$ cat src/rtl/core/smq_pkg.sv
// ----------------------------------------------------------------------------
// smq_pkg
// Types and constants shared by the sorted max priority queue.
// ----------------------------------------------------------------------------
`default_nettype none

package smq_pkg;

  localparam int DATA_W    = 32;
  localparam int CNT_W     = 7;
  localparam int STATUS_W  = 2;
  localparam int DEPTH_DEF = 64;
  localparam int OUT_TDATA_W = ((DATA_W + CNT_W + 7) / 8) * 8;

  localparam logic [CNT_W-1:0]  CAP_RESET  = 7'd64;
  localparam logic [DATA_W-1:0] EMPTY_DATA = 32'h7FFF_FFFF;

  typedef enum logic {
    CMD_ENQ = 1'b0,
    CMD_DEQ = 1'b1
  } smq_cmd_t;

  typedef enum logic [STATUS_W-1:0] {
    ST_OK    = 2'd0,
    ST_EMPTY = 2'd1,
    ST_FULL  = 2'd2
  } smq_status_t;

  // broadcast to every cell of the chain
  typedef struct packed {
    logic                     enq;
    logic                     deq;
    logic signed [DATA_W-1:0] value;
  } smq_ctl_t;

endpackage

`default_nettype wire

$ cat src/rtl/core/smq_cell.sv
// ----------------------------------------------------------------------------
// smq_cell
// One slot of the sorted chain: holds one value, compares it with the
// incoming word and picks its next value from itself, its neighbors or the
// incoming word.
// ----------------------------------------------------------------------------
`default_nettype none

module smq_cell
  import smq_pkg::*;
(
  input  wire logic                     clk,
  input  wire smq_ctl_t                 ctl,
  input  wire logic                     occ_i,        // slot holds a live entry
  input  wire logic                     left_ge_i,    // new word goes above left slot
  input  wire logic signed [DATA_W-1:0] left_data_i,
  input  wire logic signed [DATA_W-1:0] right_data_i,
  output logic                          ge_o,
  output logic signed [DATA_W-1:0]      data_o
);

  logic signed [DATA_W-1:0] data_r;
  logic signed [DATA_W-1:0] data_nxt;

  // chain is descending from slot 0, so ge is a thermometer along it
  assign ge_o   = !occ_i || (ctl.value >= data_r);
  assign data_o = data_r;

  always_comb begin
    data_nxt = data_r;
    if (ctl.enq && ge_o) begin
      data_nxt = left_ge_i ? left_data_i : ctl.value;
    end else if (ctl.deq) begin
      data_nxt = right_data_i;
    end
  end

  always_ff @(posedge clk) begin
    data_r <= data_nxt;
  end

endmodule

`default_nettype wire

$ cat config.mk
export PLATFORM = sky130hd
export DESIGN_NAME = smq_cell
export DESIGN_NICKNAME = d
export VERILOG_FILES = /design/src/rtl/core/smq_pkg.sv /design/src/rtl/core/smq_cell.sv
export SDC_FILE = /design/constraint.sdc
export NUM_CORES = 1
export LEC_CHECK = 0
export BUFFER_PORTS_ARGS = -buffer_cell sky130_fd_sc_hd__buf_2
export CELL_PAD_IN_SITES_DETAIL_PLACEMENT = 1
export CELL_PAD_IN_SITES_GLOBAL_PLACEMENT = 1
export CORE_UTILIZATION = 30
export DETAILED_ROUTE_END_ITERATION = 8
export GPL_TIMING_DRIVEN = 1
export PLACE_DENSITY_LB_ADDON = 0.1
export SYNTH_ARGS = -nofsm -noshare
export SYNTH_HDL_FRONTEND = slang
export SYNTH_SLANG_ARGS = --single-unit
$ cat constraint.sdc
create_clock -name clk -period 4.3 [get_ports clk]
set_clock_uncertainty 0.2 [all_clocks]
set_input_delay 0.645 -clock clk [delete_from_list [all_inputs] [get_ports clk]]
set_output_delay 0.645 -clock clk [all_outputs]
set_load 0.005 [all_outputs]
==> run_results.csv <==
group,metric,value,unit
synth,synth_edf_count,32,
sta,period_share,77.7,%
synth,synth_top_area_share,35.1,%
critical_path,crit_family,"compound AO/OA/AOI/OAI gates",
routing,drc,0,
finish,largest_register_ffs,32,
routing,via_per_inst,4.66,
routing,drtAntennaViolNets,0,
synth,yosysTopAreaCell,"edfxtp_1",
clock_network,numClockSinks,32,
die,coreArea,8760,um^2
clock_network,root_buffer,"clkbuf_8",
clock_network,numCtsBuffers,5,
synth,synth_seq_cells,32,
critical_path,crit_arrival,2500,ps
sta,rsz0062_at_grt,"no",
synth,synth_ff_type,"edfxtp_1",
critical_path,path_max_fanout,2,
run,max_cap_viol_count,0,
synth,synth_area,2740,um^2
critical_path,crit_buf_inv,2,
power_and_ir_drop,ir_drop,0.108,mV
min_path,worst_hold_path_type,"primary input to flop",
sta,fin_ws,959,ps
power_and_ir_drop,power_leakage,1.83,nW
sta,timing.slew.headroom,48.0,%
finish,drive_above_1_share,58.2,%
finish,n_antenna_cell,0,
synth,synth.area.top_cells,"edfxtp_1 (35%), mux2_4 (16%), ha_1 (15%), mux2_2 (14%), inv_1 (4.9%)",
finish,finalNonFillerCells,476,
clock_network,clock_latency,280,ps
critical_path,max_stage_delay,350,ps
synth,syn_nets,361,
finish,area_delta_synth_final,32.0,%
sta,finalHoldViolations,0,
routing,detail_route.iter0.violations,39,
critical_path,critPathRequiredTime,3450,ps
global_route,grt_max_degree,34,
synth,yosys-top-cells-count,"inv_1 (36), mux2_2 (34), edfxtp_1 (32), ha_1 (32), mux2_4 (29)",
synth,synth_warnings,0,
sta,fin_setup_tns,0,ps
clock_network,post_cts_resized,0,
global_route,grt-ovfl-total,0,
critical_path,endpoint_kind,"output port",
global_route,grt_pass1_wl,11500,um
die,dieWidth,97.6,um
placement,io_buffer_count,133,
synth,synth_cell_types,29,
clock_network,cts.clk_slew.worst_paths,70,ps
clock_network,post_cts_buffers,0,
clock_network,hold_buffers,0,
critical_path,crit_type,"primary input to output port",
routing,drtPass1Iterations,2,
placement,placed_cells,468,
power_and_ir_drop,power.density,297,nW/um^2
sta,slew_violations,0,
die,num_rows,34,
die,ios,134,
sta,tightest_slew,780,ps
critical_path,cp_cell_sequence,"buf_2, ha_1, nand2_1, o21ai_0, a221oi_1, o221ai_1, a21oi_1, xnor2_1, nand2_1, buf_2",
clock_network,clockBufferDepth,2,
synth,netlist_instances,228,
routing,drt_wl_total,6990,um
synth,avgSynthCellArea,12.0,um^2
placement,gp_congestion,0.691,
global_route,grt_usage,15.1,%
outcome,status,"completed",
die,die_y,97.6,um
synth,seq_area_frac_synth,35.1,%
die,start_util,31.3,%
synth,synth.most_common_cell,"inv_1",
global_route,grt_pass1_vias,2365,
global_route,antenna_found_initial,0,
finish,final_nets,500,
clock_network,htree_levels,2,
sta,max_freq,299,MHz
critical_path,cp_slowest_cell,"a221oi_1",
routing,vias,2220,
placement,dp_worst_setup_slack,723,ps
sta,setup_viol,0,
finish,nFillCells,1026,
die,dieArea,9520,um^2
synth,synthArstFlopShare,0,%
clock_network,cts_tree,"built",
placement,dp_hpwl,5900,um
critical_path,worst_setup_path_start_kind,"primary input",
sta,finalCriticalPeriod,3340,ps
routing,wl_per_cell,14.7,um
-- cells in the final DEF, fill, tap and decap left out, types with 2 or more instances in the layout --
cell	count
nand3_1	3
edfxtp_1	32
nand4_1	4
buf_4	6
nand2_1	12
mux2_4	29
a211oi_1	2
buf_2	133
ha_1	32
mux2_2	34
o21ai_0	4
clkbuf_1	2
clkbuf_8	5
nor2_1	3
a21oi_1	15
inv_1	36
-- final cells by class --
cell class / instances / area (um^2) / share of cell area, %
inverter: 37 / 139 / 3.84
clock inverter: 1 / 3.75 / 0.104
timing repair buffer: 139 / 711 / 19.6
multi-input combinational: 152 / 1590 / 44.0
sequential: 32 / 961 / 26.6
clock buffer: 7 / 76.3 / 2.11
tap: 108 / 135 / 3.74
-- metal layers --
metal | part of all wire, % | vias to the layer above | global-route usage (%)
met1 | 46 | 1038 | 19.8
met4 | 0.82 | 0 | 3.05
met5 | 0 | - | 0
met3 | 5.9 | 5 | 3.88
met2 | 48 | 70 | 25.1
li1 | - | 1107 | -
-- metrics by stage --
step | hold WS, ps | util (%) | total power, W | instance area, um^2
after floorplan | 663 | - | 0.000700 | 2740
after global placement | 748 | 40.4 | 0.000853 | 3540
after detailed placement | 750 | 40.4 | 0.000863 | 3540
after CTS | 450 | 41.3 | 0.00110 | 3620
after global routing | 450 | 41.3 | 0.00116 | 3620
final | 460 | 41.3 | 0.00108 | 3620
-- final timing paths --
check,startpoint,to,slack (ps),depth (start not counted)
setup / recovery,ctl[7],ge_o,960,10
setup reg to reg,data_o[14],data_o[0],1110,10
hold reg to reg,data_o[31],data_o[19],1250,6
hold / removal,right_data_i[5],data_o[5],460,2
-- kinds of logic (layout without fill, tap and decap cells) --
group,after synthesis,after routing,synth area share [%]
flip-flops,32,32,35.1
AO/OA/AOI/OAI,28,28,6.85
buffers and inverters,44,184,6.85
multiplexers,63,63,29.9
AND/OR/NAND/NOR,28,28,6.44
XOR/XNOR,1,1,0.320
adder cells (fa/ha/maj),32,32,14.6
-- power by group --
| part | internal [W] | switching [W] | total [W] |
|---|---|---|---|
| registers | 0.000405 | 0.0000229 | 0.000428 |
| clock network | 0.000113 | 0.000114 | 0.000227 |
| logic | 0.000223 | 0.000197 | 0.000420 |
Power figures use the tool's default switching activity.
